===== config.mk =====
export PLATFORM = sky130hd
export DESIGN_NAME = hkf_ram
export DESIGN_NICKNAME = d
export VERILOG_FILES = /design/src/rtl/core/hkf_ram.sv
export SDC_FILE = /design/constraint.sdc
export NUM_CORES = 1
export LEC_CHECK = 0
export BUFFER_PORTS_ARGS = -buffer_cell sky130_fd_sc_hd__buf_2
export CORE_ASPECT_RATIO = 1.75
export CORE_MARGIN = 2
export CORE_UTILIZATION = 44
export DETAILED_ROUTE_END_ITERATION = 12
export SLEW_MARGIN = 20
export SYNTH_ARGS = -nofsm -noshare
export SYNTH_HDL_FRONTEND = slang
export SYNTH_SLANG_ARGS = --single-unit
export TNS_END_PERCENT = 100

===== constraint.sdc =====
create_clock -name clk -period 2.05 [get_ports clk]
set_input_delay 0.1025 -clock clk [delete_from_list [all_inputs] [get_ports clk]]
set_output_delay 0.1025 -clock clk [all_outputs]
set_load 0.02 [all_outputs]

===== src/rtl/core/hkf_ram.sv =====
// generic single-write, single-read ram with registered read data
`timescale 1ns / 1ps
module hkf_ram #(
  parameter int WIDTH  = 8,
  parameter int DEPTH  = 16,
  parameter int ADDR_W = (DEPTH > 1) ? $clog2(DEPTH) : 1
) (
  input  logic              clk,
  input  logic              we,
  input  logic [ADDR_W-1:0] waddr,
  input  logic [WIDTH-1:0]  wdata,
  input  logic              re,
  input  logic [ADDR_W-1:0] raddr,
  output logic [WIDTH-1:0]  rdata
);

  logic [WIDTH-1:0] mem [DEPTH];

  always_ff @(posedge clk) begin
    if (we) begin
      mem[waddr] <= wdata;
    end
    if (re) begin
      rdata <= mem[raddr];
    end
  end

endmodule


==> results.rst <==
.. list-table::
   :header-rows: 1

   * - Metric
     - Value
   * - Number of maximum-capacitance violations
     - 0
   * - Cell chain of the critical path
     - mux4_1 -> a22oi_1 -> nand2_1
   * - Post-Synthesis Net Count
     - 248
   * - Via count
     - between 2,000 and 2,500
   * - Result of the run
     - completed
   * - Effective utilization at floorplan
     - 45.14%
   * - Mapped Area
     - 5228 um^2
   * - Combinational family with the most area after synthesis
     - multiplexers
   * - Final hold violation count
     - 0
   * - Width of the chip
     - roughly 86 um
   * - CTS Root Buffer Type
     - sky130_fd_sc_hd__clkbuf_16
   * - Share of synthesized cell area in and, or, nand and nor gates
     - 3.135%
   * - Pin count of the biggest net entering global routing
     - 33
   * - Core occupancy in the finished layout
     - 53.85%
   * - Sequential fraction of the synthesis area
     - between 70% and 80%
   * - Number of detailed-route iterations in the first pass
     - 4
   * - Remaining design rule violation count
     - 0
   * - Post-cts repair resize count
     - 0
   * - Buffer and inverter count on the worst path
     - 0
   * - Main area contributors after synthesis
     - sky130_fd_sc_hd__edfxtp_1 78%, sky130_fd_sc_hd__mux4_2 7.8%, sky130_fd_sc_hd__mux4_1 7.0%
   * - Clock transition at the registers of the reported paths
     - 0.06 ns
   * - Vias in the first global route
     - 2,586
   * - Launching element type of the critical path
     - flop
   * - Data required time at the worst endpoint
     - 2.21 ns
   * - Slew headroom
     - a little over half
   * - Synthesized instance count
     - ~230
   * - Cell family contributing the most delay on the critical path
     - multiplexers
   * - Unrepaired setup endpoints after global routing
     - false
   * - Mapped Avg Cell Area
     - between 20 and 25 um^2
   * - Fraction of final layout cells sized beyond drive strength 1
     - 32.55%
   * - Count of distinct cell types in the synthesized netlist
     - 18
   * - Kind of capture point of the worst setup path
     - flop
   * - Total core area
     - around 12,000 um^2
   * - Boundary pin count
     - 27
   * - Synthesized flop and latch total
     - 136
   * - Max Clock Freq
     - 670.6 MHz
   * - Worst-path fanout max
     - 1
   * - Number of sinks on the clock net
     - 136
   * - Cell Count Post-Placement
     - 401
   * - Worst Hold Slack
     - ~0.080 ns
   * - Total of hold buffers inserted after clock tree synthesis
     - 0
   * - Area share of xor/xnor cells in the synthesized design
     - 0%
   * - Number of buffers inserted during clock tree synthesis
     - 17
   * - Area added between synthesis and finish
     - 19.29%
   * - EDFF count, synth
     - 136
   * - Clk_lat worst skew
     - just over 0.4 ns
   * - VDD IR-drop max
     - 0.7664 mV
   * - Power density cells
     - 1062 nW/um^2
   * - Final antenna diode count
     - 0
   * - TritonCTS clock tree
     - built
   * - Period utilisation layout
     - 72.74%
   * - Slew at the pin closest to its max-slew limit
     - 0.6758 ns
   * - Number of placement rows
     - 52
   * - Total setup violations reported at the end of the flow
     - 0
   * - Number of nets still failing antenna checks after routing
     - 0
   * - Die height
     - 148.2 um
   * - Library cell with the highest instance count after synthesis
     - sky130_fd_sc_hd__edfxtp_1
   * - Routability congestion estimate
     - ~0.75
   * - Buffers from clock root to sink, at most
     - 2
   * - Final Slew Violations
     - 0
   * - Sum Neg Setup Slack
     - 0 ns
   * - Initial antenna violation count
     - 0
   * - GR Overflow Total
     - 0
   * - Per-cell via count in the routed design
     - 5.672
   * - Non-filler cells in the finished layout
     - 433
   * - Final setup skew
     - 0.006046 ns
   * - Nets@finish
     - 304
   * - Worst Path Class, Setup
     - reg -> reg
   * - Library cell with the largest summed area after synthesis
     - sky130_fd_sc_hd__edfxtp_1
   * - Total of buffers placed on input and output ports
     - 26
   * - Die Footprint
     - 12,800 um^2
   * - Leakage power
     - around 0.0021 uW
   * - Post-DR wirelength/cell
     - 23.78 um
   * - Fraction of synthesized cell area taken by the top area cell type
     - 78.12%
   * - Top cells by instance count after synthesis
     - 136 x sky130_fd_sc_hd__edfxtp_1, 18 x sky130_fd_sc_hd__mux4_2, 16 x sky130_fd_sc_hd__a22oi_1
   * - Standard cell with the maximum stage delay on the critical path
     - sky130_fd_sc_hd__mux4_1
   * - Arrival @ worst endpoint
     - 1.65 ns
   * - Peak per-stage delay on the critical path
     - ~0.5 ns
   * - Total global-route track usage
     - between 15 and 20%
   * - Post-synthesis compound-gate area fraction
     - 2.298%
   * - Wire length of the first global-routing pass
     - 15,430 um
   * - First DRT Iteration DRCs
     - 170
   * - Fraction of the mapped netlist area in adder cells
     - 0%
   * - Most instantiated flip-flop cell in the synthesis netlist
     - sky130_fd_sc_hd__edfxtp_1
   * - Final critical-path required period
     - 1.491 ns
   * - Mux share of post-synthesis cell area
     - approximately 15%
   * - Ys Warns
     - 0
   * - Number of levels the H-tree was split into
     - 4
   * - Half-perimeter wire length after placement
     - between 6000 and 7000 um
   * - Post-CTS repair timing setup buffer count
     - 0
   * - FFs w/ async S/R, synth
     - 0%
   * - Hold Crit Class
     - in -> reg
   * - Final Routed Wirelength
     - approximately 10,000 um
worst reg2reg max path: cells and delay by family, from the launching register on:
kind               cells  cell delay (ns)
AOI/OAI and AO/OA      1             0.29
muxes                  1             0.50
and+or+nand+nor        1             0.08
DFF                    1             0.36
layer usage:
layer	track usage, %	share of wire, %	up-vias
met1	20.20	38	1298
li1	-	-	1092
met4	6.094	1.2	0
met2	31.38	57	55
met5	0	0	-
met3	4.107	3.0	11
path summary, 6_finish.rpt:
path | start | end | slack, ns | cells past startpoint
setup / recovery | mem[1][1]$_DFFE_PP_ | rdata[1]$_DFFE_PP_ | 0.56 | 3
setup reg to reg | mem[1][1]$_DFFE_PP_ | rdata[1]$_DFFE_PP_ | 0.56 | 3
hold / removal | re | rdata[5]$_DFFE_PP_ | 0.08 | 1
hold reg to reg | mem[14][0]$_DFFE_PP_ | rdata[0]$_DFFE_PP_ | 0.74 | 3
state kept, by name, summed over array words and instances, names as in the netlist:
| register | flops |
|---|---|
| mem | 128 |
| rdata | 8 |
layout make-up:
cell class / count / area [um^2]
fill: 923 / 5345
clock buffer: 17 / 425.4
tap: 135 / 168.9
sequential: 136 / 4084
multi-input combinational: 83 / 1057
clock inverter: 15 / 200.2
timing repair buffer: 47 / 300.3
cells in the final DEF (no fill, tap or decap), drive strengths merged:
cell,instances
and2,1
bufinv,4
clkbuf,17
and2b,1
mux4,32
a22oi,16
inv,2
or3b,1
edfxtp,136
nor3,4
nor2,13
buf,47
clkinvlp,3
nand3b,2
nand3,1
nor2b,1
clkinv,6
nand2,9
nand2b,2
through the flow:
step | area [um^2] | setup WS (ns) | power, uW
5_1_grt | 6236 | 0.4989 | 6808
3_5_place_dp | 5610 | 0.3496 | 3513
6_report | 6236 | 0.5589 | 6623
4_1_cts | 6236 | 0.5642 | 6685
2_1_floorplan | 5228 | 0.4546 | 3378
3_3_place_gp | 5610 | 0.3588 | 3504
report_power, final:
group / internal (uW) / total [uW] / switching (uW)
registers: 3130 / 3150 / 14.4
logic: 122 / 300 / 179
clock network: 2040 / 3170 / 1140
total: 5290 / 6620 / 1330
kinds of logic after synthesis:
family	after synthesis
flip-flops	136
AND/OR/NAND/NOR	35
multiplexers	32
buffers and inverters	10
AO/OA/AOI/OAI	16
Note: power is estimated with default switching activity, not from simulation.
