File: config.mk
export PLATFORM = sky130hd
export DESIGN_NAME = hkf_seq
export DESIGN_NICKNAME = d
export VERILOG_FILES = /design/src/rtl/core/hkf_pkg.sv /design/src/rtl/core/hkf_seq.sv
export SDC_FILE = /design/constraint.sdc
export NUM_CORES = 1
export LEC_CHECK = 0
export ABC_CLOCK_PERIOD_IN_PS = 4500
export BUFFER_PORTS_ARGS = -buffer_cell sky130_fd_sc_hd__clkbuf_2
export CAP_MARGIN = 30
export CORE_AREA = 4 4 166 168
export DETAILED_ROUTE_END_ITERATION = 10
export DIE_AREA = 0 0 170 172
export PLACE_DENSITY = 0.67
export SLEW_MARGIN = 20
export SYNTH_ARGS = -nofsm -noshare
export SYNTH_HDL_FRONTEND = slang
export SYNTH_SLANG_ARGS = --single-unit
File: constraint.sdc
create_clock -name clk -period 4.5 [get_ports clk]
set_input_delay 0.45 -clock clk [delete_from_list [all_inputs] [get_ports clk]]
set_output_delay 0.45 -clock clk [all_outputs]
set_load 0.005 [all_outputs]
File: src/rtl/core/hkf_pkg.sv
// package: shared types, constants and helpers of the hotkey filter
`timescale 1ns / 1ps
package hkf_pkg;

  localparam int RING_DEPTH_DEF = 64;
  localparam int SLOT_COUNT_DEF = 16;
  localparam int KEY_COUNT      = 6;
  localparam int CODE_W         = 8;
  localparam int REPORT_W       = CODE_W * (KEY_COUNT + 1);
  localparam int OWNER_W        = 16;
  localparam int SLOT_NUM_W     = 4;
  localparam int TABLE_W        = REPORT_W + OWNER_W;

  typedef enum logic [1:0] {
    CMD_KEYPRESS  = 2'd0,
    CMD_READ      = 2'd1,
    CMD_SUBSCRIBE = 2'd2,
    CMD_QUERY     = 2'd3
  } cmd_t;

  typedef enum logic [2:0] {
    ST_OK       = 3'd0,
    ST_ABSORBED = 3'd1,
    ST_NOFOCUS  = 3'd2,
    ST_EMPTY    = 3'd3,
    ST_FULL     = 3'd4
  } status_t;

  typedef enum logic [0:0] {
    CFG_SHORTCUT_BYPASS = 1'b0,
    CFG_FOCUS_VALID     = 1'b1
  } cfg_idx_t;

  typedef enum logic [2:0] {
    S_IDLE,
    S_SCAN,
    S_ENQUEUE,
    S_POP_WAIT,
    S_QUERY_WAIT,
    S_RESULT
  } state_t;

  typedef struct packed {
    logic [CODE_W-1:0] modifier;
    logic [CODE_W-1:0] code0;
    logic [CODE_W-1:0] code1;
    logic [CODE_W-1:0] code2;
    logic [CODE_W-1:0] code3;
    logic [CODE_W-1:0] code4;
    logic [CODE_W-1:0] code5;
  } report_t;

  typedef struct packed {
    cmd_t                  cmd;
    logic [CODE_W-1:0]     key_modifier;
    logic [CODE_W-1:0]     key_code0;
    logic [CODE_W-1:0]     key_code1;
    logic [CODE_W-1:0]     key_code2;
    logic [CODE_W-1:0]     key_code3;
    logic [CODE_W-1:0]     key_code4;
    logic [CODE_W-1:0]     key_code5;
    logic [OWNER_W-1:0]    owner_id;
    logic [SLOT_NUM_W-1:0] shortcut_slot;
  } in_item_t;

  typedef struct packed {
    status_t               status;
    logic                  overwrote_oldest;
    logic [CODE_W-1:0]     out_modifier;
    logic [CODE_W-1:0]     out_code0;
    logic [CODE_W-1:0]     out_code1;
    logic [CODE_W-1:0]     out_code2;
    logic [CODE_W-1:0]     out_code3;
    logic [CODE_W-1:0]     out_code4;
    logic [CODE_W-1:0]     out_code5;
    logic [SLOT_NUM_W-1:0] new_slot;
  } out_item_t;

  function automatic report_t pack_report(input in_item_t it);
    report_t r;
    r.modifier = it.key_modifier;
    r.code0    = it.key_code0;
    r.code1    = it.key_code1;
    r.code2    = it.key_code2;
    r.code3    = it.key_code3;
    r.code4    = it.key_code4;
    r.code5    = it.key_code5;
    return r;
  endfunction

endpackage

File: src/rtl/core/hkf_seq.sv
// command sequencer: slot scan, ring pointers, subscribe and query handling
`timescale 1ns / 1ps
module hkf_seq #(
  parameter int RING_DEPTH = hkf_pkg::RING_DEPTH_DEF,
  parameter int SLOT_COUNT = hkf_pkg::SLOT_COUNT_DEF,
  parameter int RP_W       = $clog2(RING_DEPTH),
  parameter int SLOT_W     = (SLOT_COUNT > 1) ? $clog2(SLOT_COUNT) : 1
) (
  input  logic                           clk,
  input  logic                           rst,
  input  logic                           shortcut_bypass,
  input  logic                           focus_valid,
  input  logic                           in_valid,
  output logic                           in_ready,
  input  hkf_pkg::in_item_t              in_data,
  output logic                           res_valid,
  input  logic                           res_take,
  output hkf_pkg::out_item_t             res_data,
  output logic                           tbl_we,
  output logic                           tbl_re,
  output logic [SLOT_W-1:0]              tbl_addr,
  output logic [hkf_pkg::TABLE_W-1:0]    tbl_wdata,
  input  logic [hkf_pkg::TABLE_W-1:0]    tbl_rdata,
  output logic                           ring_we,
  output logic [RP_W-1:0]                ring_waddr,
  output logic [hkf_pkg::REPORT_W-1:0]   ring_wdata,
  output logic                           ring_re,
  output logic [RP_W-1:0]                ring_raddr,
  input  logic [hkf_pkg::REPORT_W-1:0]   ring_rdata
);

  localparam int USED_W = $clog2(SLOT_COUNT + 1);

  hkf_pkg::state_t    state, state_next;
  logic [RP_W-1:0]    wp, wp_next;
  logic [RP_W-1:0]    rp, rp_next;
  logic [USED_W-1:0]  slots_used, slots_used_next;
  logic [SLOT_COUNT-1:0] flags, flags_next;
  logic [USED_W-1:0]  scan_idx, scan_idx_next;
  logic               cmp_vld, cmp_vld_next;
  logic [SLOT_W-1:0]  cmp_idx, cmp_idx_next;
  hkf_pkg::in_item_t  item, item_next;
  hkf_pkg::out_item_t res, res_next;

  hkf_pkg::report_t   pop_rep;
  hkf_pkg::report_t   tbl_rep;
  logic [hkf_pkg::OWNER_W-1:0] tbl_owner;
  logic               match;
  logic               issue;
  logic               table_full;
  logic [RP_W-1:0]    wp_inc;
  logic [SLOT_W-1:0]  query_idx;

  function automatic logic [RP_W-1:0] ring_inc(input logic [RP_W-1:0] p);
    return (p == RP_W'(RING_DEPTH - 1)) ? '0 : p + 1'b1;
  endfunction

  assign pop_rep    = ring_rdata;
  assign tbl_rep    = tbl_rdata[hkf_pkg::TABLE_W-1:hkf_pkg::OWNER_W];
  assign tbl_owner  = tbl_rdata[hkf_pkg::OWNER_W-1:0];
  assign match      = (tbl_rep == hkf_pkg::pack_report(item));
  assign issue      = (scan_idx < slots_used);
  assign table_full = (slots_used == USED_W'(SLOT_COUNT));
  assign wp_inc     = ring_inc(wp);
  assign query_idx  = SLOT_W'(item.shortcut_slot);
  assign res_valid  = (state == hkf_pkg::S_RESULT);
  assign res_data   = res;

  always_ff @(posedge clk) begin
    if (rst) begin
      state      <= hkf_pkg::S_IDLE;
      wp         <= '0;
      rp         <= '0;
      slots_used <= '0;
      flags      <= '0;
      cmp_vld    <= 1'b0;
    end else begin
      state      <= state_next;
      wp         <= wp_next;
      rp         <= rp_next;
      slots_used <= slots_used_next;
      flags      <= flags_next;
      cmp_vld    <= cmp_vld_next;
    end
  end

  always_ff @(posedge clk) begin
    item     <= item_next;
    res      <= res_next;
    scan_idx <= scan_idx_next;
    cmp_idx  <= cmp_idx_next;
  end

  always_comb begin
    state_next      = state;
    wp_next         = wp;
    rp_next         = rp;
    slots_used_next = slots_used;
    flags_next      = flags;
    scan_idx_next   = scan_idx;
    cmp_vld_next    = 1'b0;
    cmp_idx_next    = cmp_idx;
    item_next       = item;
    res_next        = res;
    in_ready        = 1'b0;
    tbl_we          = 1'b0;
    tbl_re          = 1'b0;
    tbl_addr        = scan_idx[SLOT_W-1:0];
    tbl_wdata       = {hkf_pkg::pack_report(in_data), in_data.owner_id};
    ring_we         = 1'b0;
    ring_waddr      = wp;
    ring_wdata      = hkf_pkg::pack_report(item);
    ring_re         = 1'b0;
    ring_raddr      = rp;

    unique case (state)
      hkf_pkg::S_IDLE: begin
        in_ready = 1'b1;
        if (in_valid) begin
          item_next = in_data;
          res_next  = '0;
          unique case (in_data.cmd)
            hkf_pkg::CMD_KEYPRESS: begin
              if (!shortcut_bypass && (slots_used != '0)) begin
                scan_idx_next = '0;
                state_next    = hkf_pkg::S_SCAN;
              end else begin
                state_next = hkf_pkg::S_ENQUEUE;
              end
            end
            hkf_pkg::CMD_READ: begin
              if (rp == wp) begin
                res_next.status = hkf_pkg::ST_EMPTY;
                state_next      = hkf_pkg::S_RESULT;
              end else begin
                ring_re    = 1'b1;
                state_next = hkf_pkg::S_POP_WAIT;
              end
            end
            hkf_pkg::CMD_SUBSCRIBE: begin
              if (table_full) begin
                res_next.status = hkf_pkg::ST_FULL;
              end else begin
                tbl_we                            = 1'b1;
                tbl_addr                          = slots_used[SLOT_W-1:0];
                flags_next[slots_used[SLOT_W-1:0]] = 1'b0;
                res_next.new_slot                 = hkf_pkg::SLOT_NUM_W'(slots_used);
                slots_used_next                   = slots_used + 1'b1;
              end
              state_next = hkf_pkg::S_RESULT;
            end
            hkf_pkg::CMD_QUERY: begin
              if (int'(in_data.shortcut_slot) < SLOT_COUNT) begin
                tbl_re     = 1'b1;
                tbl_addr   = SLOT_W'(in_data.shortcut_slot);
                state_next = hkf_pkg::S_QUERY_WAIT;
              end else begin
                res_next.status = hkf_pkg::ST_EMPTY;
                state_next      = hkf_pkg::S_RESULT;
              end
            end
          endcase
        end
      end

      // one read issued per cycle, each compared in the cycle after its read
      hkf_pkg::S_SCAN: begin
        if (cmp_vld && match) begin
          flags_next[cmp_idx] = 1'b1;
          res_next.status     = hkf_pkg::ST_ABSORBED;
          state_next          = hkf_pkg::S_RESULT;
        end else if (issue) begin
          tbl_re        = 1'b1;
          scan_idx_next = scan_idx + 1'b1;
          cmp_vld_next  = 1'b1;
          cmp_idx_next  = scan_idx[SLOT_W-1:0];
        end else begin
          state_next = hkf_pkg::S_ENQUEUE;
        end
      end

      hkf_pkg::S_ENQUEUE: begin
        if (!focus_valid) begin
          res_next.status = hkf_pkg::ST_NOFOCUS;
        end else begin
          ring_we = 1'b1;
          wp_next = wp_inc;
          if (wp_inc == rp) begin
            rp_next                   = ring_inc(rp);
            res_next.overwrote_oldest = 1'b1;
          end
        end
        state_next = hkf_pkg::S_RESULT;
      end

      hkf_pkg::S_POP_WAIT: begin
        rp_next               = ring_inc(rp);
        res_next.out_modifier = pop_rep.modifier;
        res_next.out_code0    = pop_rep.code0;
        res_next.out_code1    = pop_rep.code1;
        res_next.out_code2    = pop_rep.code2;
        res_next.out_code3    = pop_rep.code3;
        res_next.out_code4    = pop_rep.code4;
        res_next.out_code5    = pop_rep.code5;
        state_next            = hkf_pkg::S_RESULT;
      end

      hkf_pkg::S_QUERY_WAIT: begin
        if (flags[query_idx] && (tbl_owner == item.owner_id)) begin
          flags_next[query_idx] = 1'b0;
          res_next.status       = hkf_pkg::ST_OK;
        end else begin
          res_next.status = hkf_pkg::ST_EMPTY;
        end
        state_next = hkf_pkg::S_RESULT;
      end

      hkf_pkg::S_RESULT: begin
        if (res_take) begin
          state_next = hkf_pkg::S_IDLE;
        end
      end

      default: begin
        state_next = hkf_pkg::S_IDLE;
      end
    endcase
  end

endmodule

==> qor.log <==
[run_status] run status completed
[route] wire length after detailed routing 30700 um
[global_route] largest net degree at the start of global routing 62
[sta] Final Hold Violating Endpoints 0
[logic_synthesis] Post-synth ARST share 0%
[pwr] static leakage 5.28 nW
[placed_design] placed wire-length estimate after detailed placement 24200 um
[sta] Final Cycle Share 75.8%
[sta] fmax 293 MHz
[finish] fraction of layout cells with a size suffix above 1 40.8%
[sta] min cycle time layout 3410 ps
[logic_synthesis] net count after synthesis 1121
[setup_path] Worst Setup SP ring_wdata[2]$_DFFE_PP_
[sta] unrepaired setup endpoints after global routing no
[sta] worst slack on hold paths 209 ps
[clocking] count of instances resized after the clock tree is built 0
[min_path] hold path cells 1
[logic_synthesis] main combinational cell family by area after synthesis simple AND/OR/NAND/NOR gates
[route] wire length per cell 20.0 um
[setup_path] required time at the endpoint of the critical path 4050 ps
[die] site row count 59
[finish] final design utilization 46.4%
[setup_path] cell count of the worst reg-to-reg path 8
[setup_path] Critical R2R Launch ring_waddr[0]$_SDFFE_PP0P_
[clocking] clock latency on the worst-skew pair 430 ps
[setup_path] type of destination of the critical path primary output
[pwr] pwr/cell area 482 nW/um2
[global_route] antenna violations before repair 0
[route] final antenna-violating net count 0
[clocking] quantity of hold-fixing buffers added after cts 0
[setup_path] R2R setup slack 1480 ps
[clocking] Clock H-tree levels 4
[placed_design] RePlAce Congestion 0.875
[route] wire length on met3 1960 um
[global_route] first-pass GRT wire length 44100 um
[die] area enclosed by the die boundary 29200 um2
[pwr] Peak VDD IR 0.000218 V
[min_path] worst hold-check path type primary input to flop
[sta] slew at the pin closest to its max-slew limit 725 ps
[sta] setup skew after layout 17.0 ps
[pwr] final total power 5.80 mW
[sta] remaining max-slew budget at the tightest pin 51.2%
[clocking] number of clock buffers inserted by TritonCTS 17
[logic_synthesis] flop and latch count out of synthesis 186
[route] Starting DRT DRC Count 727
[finish] NumNets Final 1409
[clocking] clock tree from TritonCTS built
[clocking] clock-pin transition on the worst setup and hold timing paths 80 ps
[route] number of detailed-routing iterations run before antenna repair 6
[finish] most common cell after layout, fill and taps aside sky130_fd_sc_hd__clkbuf_2
[finish] most used cells in the layout excluding fill and tap cells 425 x sky130_fd_sc_hd__clkbuf_2, 149 x sky130_fd_sc_hd__edfxtp_1, 62 x sky130_fd_sc_hd__and3_1
[setup_path] kind of launch point of the worst setup path flop
[die] Chip Width 170 um
[job] number of maximum-capacitance constraint violations 0
[logic_synthesis] synthesized-area fraction occupied by ao, oa, aoi and oai cells 8.17%
[finish] area used by multi-input combinational logic 3500 um2
[logic_synthesis] Most used DFF post-synth sky130_fd_sc_hd__edfxtp_1
[logic_synthesis] xor/xnor share of the synthesized area 7.24%
[sta] sum of negative setup slack 0 ps
[finish] layout-stage area growth over the synthesis result 21.2%
[logic_synthesis] multiplexer area fraction after synthesis 1.70%
[sta] final setup vio count 0
[logic_synthesis] adder and majority gate portion of the synthesized area 1.89%
[setup_path] type of the worst setup path flop to primary output
[min_path] end point of the worst hold path ring_wdata[53]$_DFFE_PP_
[sta] min setup slack post-route 1090 ps
[setup_path] worst-path cell with the longest stage delay sky130_fd_sc_hd__nor4_1
[route] post-detailed-route via-to-cell ratio 5.10
[route] highest routed metal layer met4
[global_route] total congestion overflow 0
[setup_path] data arrival time at the worst-slack endpoint 2960 ps
[placed_design] number of buffers added on ports 425
[logic_synthesis] Syn Std Cell Area 9920 um2
[clocking] clock tree buffer depth 2
[logic_synthesis] number of synthesized flops with an enable pin 149
[min_path] HP Start in_data[73]
[finish] number of fillers in the final layout 2463
[die] Die Span Y 172 um
[logic_synthesis] simple-gate area share of the yosys netlist 16.1%
[die] io pins 426
[global_route] via count of the first global-routing pass 7524
[global_route] All-Layer GR Usage 19.7%
[route] vias post-DR 7803
[clocking] buffers inserted by post-CTS timing repair 0
[setup_path] critical register-to-register path endpoint ring_raddr[4]$_SDFFE_PP0P_
[die] core area 25900 um2
[clocking] number of clock sinks 186
[clocking] CTS root buf sky130_fd_sc_hd__clkbuf_16
[setup_path] CP cell instances xnor2_1, nand4_1, nor4_1, nand3_1, nor4bb_2, buf_4, nor3_1, a21o_1, clkbuf_2
[sta] count of final max-slew check failures 0
[route] M1 WL 12700 um
[logic_synthesis] Yosys warning count 0
[finish] area of all sequential standard cells 5220 um2
[route] remaining design rule violation count 0
[setup_path] CP max FO 8
[placed_design] worst setup slack after placement 1470 ps
[logic_synthesis] gate count of the mapped netlist 894
[die] starting density of the core 38.3%
[logic_synthesis] Post-Syn Area per Cell 11.1 um2
[setup_path] longest individual stage delay on the worst path 450 ps
[route] met2 WL post-DR 15300 um
[logic_synthesis] share of the yosys chip area belonging to registers 52.6%
[logic_synthesis] unique cell type count in the Yosys netlist 61
[how the worst max path moves through the flow]
stage	endpoint	slack [ps]
2_1_floorplan	tbl_addr[0]	760
3_3_place_gp	tbl_re	1530
3_5_place_dp	tbl_re	1470
4_1_cts	tbl_re	1080
5_1_grt	tbl_re	870
6_report	tbl_re	1090
[layout make-up]
class / count / area share [%]
Inverter: 29 / 0.916
Sequential cell: 186 / 43.4
Timing Repair Buffer: 434 / 18.4
Antenna cell: 1 / 0.0208
Clock inverter: 15 / 1.20
Tap cell: 335 / 3.49
Clock buffer: 17 / 3.54
Multi-Input combinational cell: 514 / 29.1
[where the power goes]
group          switching [mW]  total (mW)  leakage, nW  internal (mW)
clock                   0.703        1.48        0.268          0.778
sequential              0.260        2.65         1.75           2.39
combinational            1.03        1.67         3.27          0.640
total                    1.99        5.80         5.28           3.81
[per-layer routing]
| metal | global-route usage [%] | up-vias |
|---|---|---|
| met5 | 0 | - |
| met2 | 33.5 | 332 |
| met1 | 25.7 | 3723 |
| met3 | 3.77 | 40 |
| met4 | 5.87 | 0 |
| li1 | - | 3708 |
[flip-flops by register name, indices dropped and copies added (netlist names)]
name,cells
cmp_idx,4
cmp_vld,1
query_idx,4
state,3
flags,16
slots_used,5
ring_wdata,56
item,16
ring_waddr,6
scan_idx,5
ring_raddr,6
res_data,64
[logic make-up after synthesis]
family	after synthesis
xor gates and xnor gates	82
buffers and inverters	194
muxes	14
DFF	186
AOI/OAI and AO/OA	118
and+or+nand+nor	285
adders and majority gates	15
[synth_stat cells, drive strengths merged (5+ instances only)]
cell type	count	share of area (%)
edfxtp	149	45
buf	133	10
and3	62	3.9
xnor2	60	5.3
nor2	51	1.9
nand2	41	1.6
dfxtp	37	7.5
clkbuf	32	1.2
inv	29	1.1
a21oi	24	1.2
o21ai	24	1.2
xor2	22	1.9
nand4	21	1.3
nand3	19	1.1
nand2b	18	1.1
nor4	16	1.0
a31oi	15	0.95
ha	15	1.9
nor2b	12	0.76
and2	9	0.57
mux2i	9	0.91
nor3	8	0.40
a211oi	7	0.53
and4	7	0.62
a32oi	6	0.53
o221a	6	0.68
o31ai	6	0.59
a21o	5	0.38
nor4b	5	0.44
o211ai	5	0.38
[critical path, delay by kind of cell (launching register included)]
family | cells | cell delay [ps]
flops | 1 | 420
compound gates | 1 | 210
simple gates | 5 | 1190
buf+inv | 2 | 330
xor+xnor | 1 | 400
[through the flow]
stage                     area, um2  std cells
after floorplan                9920        894
after global placement        11400       1497
after detailed placement      11400       1497
after CTS                     12000       1529
after global routing          12000       1530
final                         12000       1531
No activity file was read; power rests on OpenSTA's default activity.
